## config.mk

```make
export PLATFORM = sky130hd
export DESIGN_NAME = load_cell_adc_reader_core
export DESIGN_NICKNAME = d
export VERILOG_FILES = /design/src/lcar_pkg.sv /design/src/load_cell_adc_reader_core.sv
export SDC_FILE = /design/constraint.sdc
export NUM_CORES = 1
export LEC_CHECK = 0
export BUFFER_PORTS_ARGS = -buffer_cell sky130_fd_sc_hd__buf_2
export CORE_MARGIN = 2
export CORE_UTILIZATION = 45
export CTS_BUF_LIST = sky130_fd_sc_hd__clkbuf_4
export DETAILED_ROUTE_END_ITERATION = 8
export GPL_ROUTABILITY_DRIVEN = 0
export GPL_TIMING_DRIVEN = 1
export PLACE_DENSITY_LB_ADDON = 0.08
export SKIP_LAST_GASP = 1
export SLEW_MARGIN = 10
export SYNTH_ARGS = -nofsm -noshare
export SYNTH_HDL_FRONTEND = slang
export SYNTH_SLANG_ARGS = --single-unit
```

## constraint.sdc

```tcl
create_clock -name clk -period 4.2 [get_ports clk]
set_input_delay 0.63 -clock clk [delete_from_list [all_inputs] [get_ports clk]]
set_output_delay 0.63 -clock clk [all_outputs]
set_load 0.01 [all_outputs]
```

## src/lcar_pkg.sv

```systemverilog
package lcar_pkg;

	// Fixed widths of the converter word, config port and result
	localparam int SAMPLE_BITS        = 24;
	localparam int SAMPLES_PER_RESULT = 2;
	localparam int CFG_W              = 24;
	localparam int CFG_IDX_W          = 2;
	localparam int HIGH_W             = 8;
	localparam int BIT_CNT_W          = 5;
	localparam int GRAMS_W            = 32;
	localparam int FRAC_BITS          = 8;
	localparam int DIV_W              = 32;
	localparam int DIV_CNT_W          = $clog2(DIV_W);
	localparam int PC_W               = 4;

	localparam logic [SAMPLE_BITS-1:0] SIGN_FLIP = SAMPLE_BITS'(1) << (SAMPLE_BITS - 1);
	localparam logic [SAMPLE_BITS-1:0] MAX_POS   = SIGN_FLIP - SAMPLE_BITS'(1);

	// Register indexes
	localparam logic [CFG_IDX_W-1:0] REG_ZERO_OFFSET      = 2'd0;
	localparam logic [CFG_IDX_W-1:0] REG_COUNTS_PER_GRAM  = 2'd1;
	localparam logic [CFG_IDX_W-1:0] REG_CLOCK_HIGH_TICKS = 2'd2;

	// Program addresses
	localparam logic [PC_W-1:0] ST_WAIT      = 4'd0;
	localparam logic [PC_W-1:0] ST_HIGH      = 4'd1;
	localparam logic [PC_W-1:0] ST_LOW       = 4'd2;
	localparam logic [PC_W-1:0] ST_DECIDE    = 4'd3;
	localparam logic [PC_W-1:0] ST_AVG_LOAD  = 4'd4;
	localparam logic [PC_W-1:0] ST_AVG_DIV   = 4'd5;
	localparam logic [PC_W-1:0] ST_TARE      = 4'd6;
	localparam logic [PC_W-1:0] ST_GRAM_LOAD = 4'd7;
	localparam logic [PC_W-1:0] ST_GRAM_DIV  = 4'd8;
	localparam logic [PC_W-1:0] ST_EMIT      = 4'd9;

	typedef enum logic [3:0] {
		OP_WAIT,
		OP_HIGH,
		OP_LOW,
		OP_DECIDE,
		OP_AVG_LOAD,
		OP_DIV_STEP,
		OP_TARE,
		OP_GRAM_LOAD,
		OP_EMIT
	} uop_t;

	typedef enum logic [2:0] {
		C_ALWAYS,
		C_LEVEL_HIGH,
		C_TICK_MORE,
		C_BITS_LEFT,
		C_DIV_NEEDED,
		C_DIV_MORE,
		C_AT_OR_BELOW
	} cond_t;

	typedef struct packed {
		uop_t            op;
		logic            consume;
		cond_t           cond;
		logic [PC_W-1:0] target_t;
		logic [PC_W-1:0] target_f;
	} uword_t;

	// Control store: one word per step
	function automatic uword_t ucode(logic [PC_W-1:0] pc);
		uword_t w;
		w = '{OP_WAIT, 1'b1, C_LEVEL_HIGH, ST_WAIT, ST_HIGH};
		unique case (pc)
			ST_WAIT:      w = '{OP_WAIT,      1'b1, C_LEVEL_HIGH,  ST_WAIT,     ST_HIGH};
			ST_HIGH:      w = '{OP_HIGH,      1'b1, C_TICK_MORE,   ST_HIGH,     ST_LOW};
			ST_LOW:       w = '{OP_LOW,       1'b1, C_BITS_LEFT,   ST_HIGH,     ST_DECIDE};
			ST_DECIDE:    w = '{OP_DECIDE,    1'b0, C_DIV_NEEDED,  ST_AVG_LOAD, ST_WAIT};
			ST_AVG_LOAD:  w = '{OP_AVG_LOAD,  1'b0, C_ALWAYS,      ST_AVG_DIV,  ST_AVG_DIV};
			ST_AVG_DIV:   w = '{OP_DIV_STEP,  1'b0, C_DIV_MORE,    ST_AVG_DIV,  ST_TARE};
			ST_TARE:      w = '{OP_TARE,      1'b0, C_AT_OR_BELOW, ST_WAIT,     ST_GRAM_LOAD};
			ST_GRAM_LOAD: w = '{OP_GRAM_LOAD, 1'b0, C_ALWAYS,      ST_GRAM_DIV, ST_GRAM_DIV};
			ST_GRAM_DIV:  w = '{OP_DIV_STEP,  1'b0, C_DIV_MORE,    ST_GRAM_DIV, ST_EMIT};
			ST_EMIT:      w = '{OP_EMIT,      1'b0, C_ALWAYS,      ST_WAIT,     ST_WAIT};
			default:      w = '{OP_WAIT,      1'b0, C_ALWAYS,      ST_WAIT,     ST_WAIT};
		endcase
		return w;
	endfunction

endpackage

```

## src/load_cell_adc_reader_core.sv

```systemverilog
// A tick's output beat is registered and shows in the cycle after the tick is taken.
// Throughput: one tick per cycle through the pulse train unless a stalled beat blocks it;
// the tick that ends a conversion also takes the decide step; one that completes a result
// with a good sample adds the shared divider's 32-step passes, grams only above the tare.
// Reset: arst_n clears the sequencer, counters, accumulators and the output register,
// and loads zero_offset 0, counts_per_gram 1, clock_high_ticks 1.
module load_cell_adc_reader_core #(
	parameter int SAMPLES_PER_RESULT = lcar_pkg::SAMPLES_PER_RESULT
) (
	input  logic                           clk,
	input  logic                           arst_n,
	input  logic                           in_valid,
	output logic                           in_stall,
	input  logic                           data_level,
	output logic                           out_valid,
	input  logic                           out_stall,
	output logic                           serial_clock,
	output logic                           weight_valid,
	output logic [lcar_pkg::GRAMS_W-1:0]   weight_grams,
	output logic                           no_valid_sample,
	input  logic                           cfg_we,
	input  logic [lcar_pkg::CFG_IDX_W-1:0] cfg_index,
	input  logic [lcar_pkg::CFG_W-1:0]     cfg_data
);
	import lcar_pkg::*;

	localparam int CNT_W = $clog2(SAMPLES_PER_RESULT + 1);
	localparam int SUM_W = SAMPLE_BITS + CNT_W;

	// Config registers
	logic [SAMPLE_BITS-1:0] zero_offset_q;
	logic [SAMPLE_BITS-1:0] counts_per_gram_q;
	logic [HIGH_W-1:0]      clock_high_ticks_q;

	// Sequencer and datapath
	logic [PC_W-1:0]        pc_q;
	logic [BIT_CNT_W-1:0]   bit_count_q;
	logic [HIGH_W-1:0]      tick_count_q;
	logic [SAMPLE_BITS-1:0] shift_word_q;
	logic [SUM_W-1:0]       sample_sum_q;
	logic [CNT_W-1:0]       valid_count_q;
	logic [CNT_W-1:0]       attempt_count_q;
	logic [SAMPLE_BITS-1:0] div_rem_q;
	logic [SAMPLE_BITS-1:0] div_den_q;
	logic [DIV_W-1:0]       div_quot_q;
	logic [DIV_CNT_W-1:0]   div_cnt_q;

	// Output register
	logic                   out_valid_q;
	logic                   serial_clock_q;
	logic                   weight_valid_q;
	logic [GRAMS_W-1:0]     weight_grams_q;
	logic                   no_valid_sample_q;

	uword_t                 uw;
	logic                   out_free;
	logic                   fire;
	logic                   cond_hit;
	logic [HIGH_W-1:0]      high_len;
	logic [HIGH_W-1:0]      tick_next;
	logic                   tick_more;
	logic                   bits_left;
	logic [SAMPLE_BITS-1:0] sample_ob;
	logic                   sample_ok;
	logic                   last_attempt;
	logic                   div_needed;
	logic [SAMPLE_BITS:0]   rem_shift;
	logic                   rem_ge;
	logic [SAMPLE_BITS:0]   rem_sub;
	logic [SAMPLE_BITS-1:0] avg;
	logic                   at_or_below;
	logic                   emit;
	logic                   emit_clk;
	logic                   emit_wv;
	logic                   emit_nv;
	logic [GRAMS_W-1:0]     emit_grams;

	assign uw       = ucode(pc_q);
	assign out_free = !out_valid_q || !out_stall;
	assign fire     = out_free && (!uw.consume || in_valid);
	assign in_stall = !(uw.consume && out_free);

	// Pulse timing and sample checks
	assign high_len     = (clock_high_ticks_q == '0) ? HIGH_W'(1) : clock_high_ticks_q;
	assign tick_next    = tick_count_q + HIGH_W'(1);
	assign tick_more    = tick_next < high_len;
	assign bits_left    = bit_count_q < BIT_CNT_W'(SAMPLE_BITS);
	assign sample_ob    = shift_word_q ^ SIGN_FLIP;
	assign sample_ok    = (sample_ob != '0) && (sample_ob != MAX_POS);
	assign last_attempt = attempt_count_q >= CNT_W'(SAMPLES_PER_RESULT);
	assign div_needed   = last_attempt && (valid_count_q != '0);

	// Restoring divider step
	assign rem_shift   = {div_rem_q, div_quot_q[DIV_W-1]};
	assign rem_ge      = rem_shift >= {1'b0, div_den_q};
	assign rem_sub     = rem_shift - {1'b0, div_den_q};
	assign avg         = div_quot_q[SAMPLE_BITS-1:0];
	assign at_or_below = avg <= zero_offset_q;

	// Branch condition
	always_comb begin
		unique case (uw.cond)
			C_ALWAYS:      cond_hit = 1'b1;
			C_LEVEL_HIGH:  cond_hit = data_level;
			C_TICK_MORE:   cond_hit = tick_more;
			C_BITS_LEFT:   cond_hit = bits_left;
			C_DIV_NEEDED:  cond_hit = div_needed;
			C_DIV_MORE:    cond_hit = div_cnt_q != DIV_CNT_W'(DIV_W - 1);
			C_AT_OR_BELOW: cond_hit = at_or_below;
			default:       cond_hit = 1'b1;
		endcase
	end

	// Output beat produced by this step
	always_comb begin
		emit       = 1'b0;
		emit_clk   = 1'b0;
		emit_wv    = 1'b0;
		emit_nv    = 1'b0;
		emit_grams = '0;
		unique case (uw.op)
			OP_WAIT:   emit = 1'b1;
			OP_HIGH: begin
				emit     = 1'b1;
				emit_clk = 1'b1;
			end
			OP_LOW:    emit = bits_left;
			OP_DECIDE: begin
				emit    = !div_needed;
				emit_wv = last_attempt;
				emit_nv = last_attempt;
			end
			OP_TARE: begin
				emit    = at_or_below;
				emit_wv = 1'b1;
			end
			OP_EMIT: begin
				emit       = 1'b1;
				emit_wv    = 1'b1;
				emit_grams = div_quot_q;
			end
			default:   emit = 1'b0;
		endcase
	end

	always_ff @(posedge clk or negedge arst_n) begin
		if (!arst_n) begin
			zero_offset_q      <= '0;
			counts_per_gram_q  <= SAMPLE_BITS'(1);
			clock_high_ticks_q <= HIGH_W'(1);
			pc_q               <= ST_WAIT;
			bit_count_q        <= '0;
			tick_count_q       <= '0;
			shift_word_q       <= '0;
			sample_sum_q       <= '0;
			valid_count_q      <= '0;
			attempt_count_q    <= '0;
			div_rem_q          <= '0;
			div_den_q          <= '0;
			div_quot_q         <= '0;
			div_cnt_q          <= '0;
			out_valid_q        <= 1'b0;
			serial_clock_q     <= 1'b0;
			weight_valid_q     <= 1'b0;
			weight_grams_q     <= '0;
			no_valid_sample_q  <= 1'b0;
		end else begin
			// Config writes
			if (cfg_we) begin
				case (cfg_index)
					REG_ZERO_OFFSET:      zero_offset_q      <= cfg_data[SAMPLE_BITS-1:0];
					REG_COUNTS_PER_GRAM:  counts_per_gram_q  <= cfg_data[SAMPLE_BITS-1:0];
					REG_CLOCK_HIGH_TICKS: clock_high_ticks_q <= cfg_data[HIGH_W-1:0];
					default: ;
				endcase
			end

			// Raise valid on a new beat, drop the held beat once taken
			if (fire && emit)
				out_valid_q <= 1'b1;
			else if (out_valid_q && !out_stall)
				out_valid_q <= 1'b0;

			if (fire) begin
				pc_q <= cond_hit ? uw.target_t : uw.target_f;

				unique case (uw.op)
					OP_WAIT: begin
						if (!data_level) begin
							bit_count_q  <= '0;
							tick_count_q <= '0;
							shift_word_q <= '0;
						end
					end
					OP_HIGH: begin
						tick_count_q <= tick_more ? tick_next : '0;
					end
					OP_LOW: begin
						if (bits_left) begin
							shift_word_q <= {shift_word_q[SAMPLE_BITS-2:0], data_level};
							bit_count_q  <= bit_count_q + BIT_CNT_W'(1);
						end else begin
							// Close the conversion and accumulate a good sample
							if (sample_ok) begin
								sample_sum_q  <= sample_sum_q + SUM_W'(sample_ob);
								valid_count_q <= valid_count_q + CNT_W'(1);
							end
							attempt_count_q <= attempt_count_q + CNT_W'(1);
							bit_count_q     <= '0;
							tick_count_q    <= '0;
							shift_word_q    <= '0;
						end
					end
					OP_DECIDE: begin
						if (last_attempt && !div_needed) begin
							sample_sum_q    <= '0;
							valid_count_q   <= '0;
							attempt_count_q <= '0;
						end
					end
					OP_AVG_LOAD: begin
						div_quot_q      <= DIV_W'(sample_sum_q);
						div_den_q       <= SAMPLE_BITS'(valid_count_q);
						div_rem_q       <= '0;
						div_cnt_q       <= '0;
						sample_sum_q    <= '0;
						valid_count_q   <= '0;
						attempt_count_q <= '0;
					end
					OP_DIV_STEP: begin
						div_rem_q  <= rem_ge ? rem_sub[SAMPLE_BITS-1:0]
						                     : rem_shift[SAMPLE_BITS-1:0];
						div_quot_q <= {div_quot_q[DIV_W-2:0], rem_ge};
						div_cnt_q  <= div_cnt_q + DIV_CNT_W'(1);
					end
					OP_GRAM_LOAD: begin
						div_quot_q <= {avg - zero_offset_q, FRAC_BITS'(0)};
						div_den_q  <= (counts_per_gram_q == '0) ? SAMPLE_BITS'(1)
						                                       : counts_per_gram_q;
						div_rem_q  <= '0;
						div_cnt_q  <= '0;
					end
					default: ;
				endcase

				// Load the output register
				if (emit) begin
					serial_clock_q    <= emit_clk;
					weight_valid_q    <= emit_wv;
					weight_grams_q    <= emit_grams;
					no_valid_sample_q <= emit_nv;
				end
			end
		end
	end

	assign out_valid       = out_valid_q;
	assign serial_clock    = serial_clock_q;
	assign weight_valid    = weight_valid_q;
	assign weight_grams    = weight_grams_q;
	assign no_valid_sample = no_valid_sample_q;

endmodule

```

==> results of run 1 <==
[synth_stat cells (all sizes together), types with 9 or more instances]
cell type and number:
a21o 47, a21oi 69, a221oi 25, a22o 57
a31oi 12, a32o 9, and3 12, buf 11
clkbuf 53, dfrtp 246, ha 89, inv 81
mux2 35, mux2i 20, nand2 219, nand3 50
nand4 18, nor2 90, nor2b 9, nor3 14
nor4 16, o211ai 10, o21ai 125, o31ai 17
xnor2 35, xor2 25
[worst max-delay path: stages, from the launching register on]
cell and delay [ps]:
dfrtp_1 400, inv_1 90, ha_1 170, inv_1 60, fa_1 400, a21o_1 210, o2bb2ai_1 150, o41a_1 430
a31oi_4 260, o21ai_1 240, nor4_1 390, o41ai_2 210, buf_12 220, a22o_1 250
[per-layer routing]
layer	global-route usage	share of wire
met5	0	0
met2	0.378	0.46
met3	0.0494	0.046
met1	0.328	0.48
met4	0.0653	0.020
[flip-flops by register name, summed over array words and instances (netlist names), 4 cells and up]
register,count
bit_count_q,5
pc_q,4
clock_high_ticks_q,8
shift_word_q,24
div_rem_q,24
div_quot_q,32
tick_count_q,8
counts_per_gram_q,24
weight_grams,32
zero_offset_q,24
div_den_q,24
sample_sum_q,26
div_cnt_q,5
[power breakdown]
group,internal (mW),total [mW],switching [mW]
combinational,2.03,5.11,3.08
sequential,2.78,3.17,0.389
clock,1.23,2.28,1.05
[stage by stage]
step | cells | hold WS, ps
after global routing | 2081 | 137
after CTS | 2080 | 143
after global placement | 1954 | 468
after floorplan | 1525 | 334
final | 2081 | 189
after detailed placement | 1954 | 476
[worst paths after layout]
path | startpoint | to | slack, ps | cells past startpoint
worst max-delay path | div_quot_q[0] | weight_grams[29] | 560 | 13
worst min-delay path | cfg_data[22] | zero_offset_q[22] | 190 | 3
worst max register to register | div_quot_q[0] | weight_grams[29] | 560 | 13
worst min register to register | div_den_q[20] | div_den_q[20] | 490 | 2
max in group asynchronous | arst_n | weight_grams[9] | 2680 | 3
min in group asynchronous | arst_n | div_rem_q[14] | 570 | 2
[cell families (layout without fill, tap and decap cells)]
| logic type | Yosys count | after routing | share of synthesized area |
|---|---|---|---|
| other cells | 0 | 1 | 0 |
| fa+ha+maj | 92 | 92 | 0.0814 |
| flops | 248 | 248 | 0.431 |
| compound gates | 448 | 448 | 0.217 |
| buf+inv | 147 | 300 | 0.0413 |
| mux | 55 | 55 | 0.0412 |
| xor+xnor | 60 | 60 | 0.0364 |
| simple gates | 475 | 475 | 0.152 |
[layout make-up]
| cell class | count | share of cell area |
|---|---|---|
| clock buffer | 108 | 0.0501 |
| sequential | 248 | 0.384 |
| inverter | 81 | 0.0188 |
| clock inverter | 17 | 0.00572 |
| timing repair buffer | 94 | 0.0362 |
| tap | 402 | 0.0311 |
| multi-input combinational | 1130 | 0.474 |
| antenna | 1 | 0.000155 |
==> results by group, run 1 <==
Status
  – Status: completed

Clock network
  – Sink Count: 248
  – Post-CTS Setup Bufs: 0
  – Post_cts resized: 0
  – Number of H-tree levels: 3
  – CTS tree: built
  – Clk_lat worst skew: ~700 ps
  – Root buf cell: clkbuf_4
  – CTS Buffer Depth: 3
  – CTS Buf Count: 72
  – Hold_buf cts: 1
  – Worst-path clk slew: 70 ps

Critical path
  – CP max FO: 32
  – Setup crit end kind: register
  – Critical path arrival: 4200 ps
  – CP Class: register to register
  – Startpoint types: register
  – Worst endpoint required time: between 4000 and 5000 ps

Global routing
  – Vias in the first global route: between 10000 and 15000
  – Antenna violations before repair: 1
  – First-pass GRT wire length: roughly 63 mm
  – GRT Overall Usage: 0.237
  – Largest net degree at the start of global routing: 95
  – Total congestion overflow: 0

Synth
  – Syn avg cell area: 9.46 sq um
  – Post-synthesis sequential area ratio: 0.431
  – Yosys warns: 0
  – Cell count after synthesis: 1525
  – Synth area leaders: dfrtp_1 43%, ha_1 7.7%, nand2_1 5.7%, o21ai_0 4.2%, a22o_1 3.5%
  – Area leader, netlist: dfrtp_1
  – Synth async-reset ratio: 1.00
  – Post-synth top area share: 0.427
  – Seq cells post-synth: between 200 and 250
  – Post-synth EDFFs: 0
  – Ys flop type: dfrtp_1
  – Unique masters post-synth: 89
  – Post-Syn Nets: 1649
  – Mapped Area: approximately 14000 sq um

Final layout
  – Commonest non-fill, non-tap cell in the layout: dfrtp_1
  – Final core occ: 0.513
  – Flip-flop and latch area: 6210 sq um
  – Commonest non-fill, non-tap cells in the layout: 246 x dfrtp_1, 219 x nand2_1, 120 x o21ai_0, 108 x clkbuf_4, 89 x ha_1
  – Layout cells sized above 1: 0.167
  – Design area: 16200 sq um
  – Fin nets: 1751
  – Area growth syn-to-layout: 12.2%
  – Fillers: between 2000 and 3000
  – Area of the multi-input gates: 7670 sq um

Floorplan
  – Die Ht: roughly 180 um
  – Die W: 183 um
  – Initial Utilization: 0.457
  – Top-Level Pins: 69
  – FP Rows: 65
  – Core Region: 31600 sq um
  – Die area: 33500 sq um

Timing
  – Max Clock Skew: ~42 ps
  – Final setup fails: 0
  – Fin crit period: 3640 ps
  – Fmax: 274 MHz
  – Setup ws final: roughly 560 ps
  – Setup TNS: 0 ps
  – Final worst path period share: 0.868
  – Endpoints failing hold: 0
  – Final Max Tran Viols: 0
  – RSZ-0062 raised after global routing: false
  – Slew headroom: 0.422
  – Tightest Pin Transition: 858 ps

Power and ir drop
  – Total design power: 10.6 mW
  – Worst vdd ir: 0.295 mV
  – Pwr dens: 653 nW/um^2
  – Static leakage: between 7 and 8 nW

Drt
  – DR WL/cell: 18.7 um
  – Post-DRT Antenna Nets: 0
  – DR vias: about 12000
  – Drt pass-1 iters: 5
  – Via/cell ratio: around 5.7
  – Drt drc: 0
  – DRT iter0 DRCs: between 500 and 600
  – Final wirelength: between 30 and 40 mm

Placement
  – Post-placement setup slack: 627 ps
  – DP Wirelength: 27.9 mm
  – IO Port Bufs: 68
  – Post-DP Area: 15300 sq um

Worst hold path
  – Worst Hold Class: input port to register

Run
  – Max cap viols: 0
No activity file was read; power rests on OpenSTA's default activity.
==> inputs of run 2 (changes only) <==
CORE_MARGIN = default   (was 2)
==> results by group, run 2 (same netlist as run 1, synthesis figures left out) <==
Timing
  – Max Clock Skew: 40.2 ps (-1.29 ps)
  – Tightest Pin Transition: 845 ps (-13.5 ps)
  – Fin crit period: 3610 ps (-30.0 ps)
  – Slew headroom: 0.431 (+0.00907)
  – Setup TNS: 0 ps (unchanged)
  – Final setup fails: 0 (unchanged)
  – Fmax: 277 MHz (+0.83%)
  – Final worst path period share: 0.860 (-0.00714)
  – RSZ-0062 raised after global routing: false
  – Final Max Tran Viols: 0 (unchanged)
  – Endpoints failing hold: 0 (unchanged)
  – Setup ws final: 586 ps (+30.0 ps)
  – Min Hold Slack: 181 ps (-8.76 ps)

Critical path
  – CP max FO: 32 (unchanged)
  – Worst Reg-to-Reg Cells: 13 (unchanged)
  – Setup crit end kind: register
  – Reg2reg end: weight_grams[28]
  – Critical path's most frequent cell: inv_1
  – Startpoint types: register
  – Reg-to-Reg Start: div_quot_q[0]
  – Worst-path cell chain: inv_1 > ha_1 > inv_1 > fa_1 > a21o_1 > o2bb2ai_1 > o41a_1 > a31oi_4 > o21ai_1 > nor4_1 > o41ai_2 > buf_12 > a22o_1
  – Peak per-stage delay on the critical path: 430 ps (about the same)
  – Origin of the worst setup path: div_quot_q[0]
  – R2r setup slk: 590 ps (+30 ps)
  – Critical path arrival: 4180 ps (-20 ps)
  – Crit path max-delay cell type: o41a_1
  – CP Class: register to register
  – Worst endpoint required time: 4760 ps (about the same)

Drt
  – DRT iter0 DRCs: 681 (+14%)
  – DR vias: 11939 (+0.32%)
  – Drt pass-1 iters: 7 (+2)
  – Drt drc: 0 (unchanged)
  – Post-DRT Antenna Nets: 0 (unchanged)
  – Final wirelength: 38.8 mm (about the same)
  – Via/cell ratio: 5.76 (+0.80%)
  – DR WL/cell: 18.7 um (+0.40%)

Placement
  – DP Wirelength: 27.7 mm (-0.68%)
  – Post-placement setup slack: 638 ps (+10.4 ps)
  – Placed insts: 1954 (unchanged)
  – IO Port Bufs: 68 (unchanged)

Global routing
  – GRT Overall Usage: 0.245 (+0.00770)
  – Total congestion overflow: 0 (unchanged)
  – First-pass GRT wire length: 64.0 mm (+1.4%)
  – Vias in the first global route: 12042 (+1.6%)
  – Antenna violations before repair: 2 (+1)
  – Largest net degree at the start of global routing: 98 (+3.2%)

Clock network
  – Hold_buf cts: 1 (unchanged)
  – CTS Buffer Depth: 3 (unchanged)
  – Clk_lat worst skew: 690 ps (about the same)
  – CTS Buf Count: 71 (-1.4%)
  – Number of H-tree levels: 3 (unchanged)
  – Root buf cell: clkbuf_4
  – Worst-path clk slew: 60 ps (about the same)
  – CTS tree: built
  – Sink Count: 248 (unchanged)
  – Post-CTS Setup Bufs: 0 (unchanged)
  – Post_cts resized: 0 (unchanged)

Floorplan
  – Initial Utilization: 0.457 (unchanged)
  – Top-Level Pins: 69 (unchanged)
  – FP Rows: 65 (unchanged)
  – Core Region: 31600 sq um (unchanged)
  – Die area: 32800 sq um (-2.2%)
  – Die W: 181 um (-1.1%)
  – Die Ht: 181 um (-1.1%)

Worst hold path
  – Hold_sp: cfg_data[9]
  – Hold Crit Endpoint: zero_offset_q[9]
  – Worst Hold Class: input port to register
  – Hold depth: 3 (unchanged)

Power and ir drop
  – Static leakage: 7.87 nW (-0.46%)
  – Worst vdd ir: 0.324 mV (+9.7%)
  – Sw frac: 0.429 (+0.00123)
  – Combinational Power Share: 0.486 (+0.002)
  – Cell Int Power: 6.01 mW (-0.57%)
  – P_sw: 4.52 mW (about the same)
  – Seq pwr share: 0.301 (about the same)
  – Pwr dens: 653 nW/um^2 (about the same)
  – Clk pwr share: 0.213 (-0.003)

Final layout
  – Commonest non-fill, non-tap cells in the layout: 246 x dfrtp_1, 219 x nand2_1, 120 x o21ai_0, 98 x clkbuf_4, 89 x ha_1
  – Finished Layout Cells: 2071 (-0.48%)
  – Commonest non-fill, non-tap cell in the layout: dfrtp_1
  – Final core occ: 0.511 (-0.00155)
  – Area of the multi-input gates: 7670 sq um (unchanged)
  – Fillers: 3027 (+1.0%)
  – Area growth syn-to-layout: 11.8%
  – Fin nets: 1750 (-0.057%)
  – Layout cells sized above 1: 0.162 (-0.00499)
  – Flip-flop and latch area: 6210 sq um (unchanged)

Run
  – Max cap viols: 0 (unchanged)

Status
  – Status: completed
==> run 2: cell type report <==
class / instances / share of cell area
Antenna cell: 1 / 0.000155
Multi-Input combinational cell: 1130 / 0.475
Sequential cell: 248 / 0.385
Inverter: 81 / 0.0189
Timing Repair Buffer: 94 / 0.0363
Clock buffer: 98 / 0.0456
Clock inverter: 17 / 0.00737
Tap cell: 402 / 0.0312
==> run 2: critical path: cells and delay by family (launching register included) <==
family,cells,cell delay (ps)
and+or+nand+nor,1,400
DFF,1,400
AOI/OAI and AO/OA,7,1740
buffers and inverters,3,370
adders and majority gates,2,560
==> run 2: per-stage QoR <==
stage | total power, mW | area (sq um)
2_1_floorplan | 7.03 | 14400
3_3_place_gp | 8.29 | 15300
3_5_place_dp | 8.32 | 15300
4_1_cts | 10.6 | 16100
5_1_grt | 11.4 | 16100
6_report | 10.5 | 16100
==> run 2: how the worst max path moves through the flow <==
| stage | end | slack (ps) | depth (start not counted) |
|---|---|---|---|
| 5_1_grt | weight_grams[20] | 390 | 13 |
| 6_report | weight_grams[28] | 590 | 13 |
| 4_1_cts | weight_grams[6] | 610 | 13 |
| 2_1_floorplan | pc_q[2] | 1070 | 13 |
| 3_5_place_dp | weight_grams[11] | 640 | 13 |
| 3_3_place_gp | weight_grams[24] | 750 | 13 |
==> run 2: power groups by stage <==
stage / clock network [mW] / logic [mW] / registers [mW]
detailed placement: 0 / 5.11 / 3.21
floorplan: 0 / 3.98 / 3.05
global route: 2.45 / 5.69 / 3.23
finish: 2.24 / 5.11 / 3.17
CTS: 2.32 / 5.13 / 3.17
global placement: 0 / 5.08 / 3.20
==> run 2: layer usage <==
layer / wire (um) / GRT usage / share of wire / vias to the layer above
li1: - / - / - / 5788
met1: 18500 / 0.340 / 0.48 / 5831
met2: 17900 / 0.393 / 0.46 / 242
met3: 1580 / 0.0385 / 0.041 / 76
met4: 850 / 0.0753 / 0.022 / 2
met5: 13 / 0 / 0.00033 / -
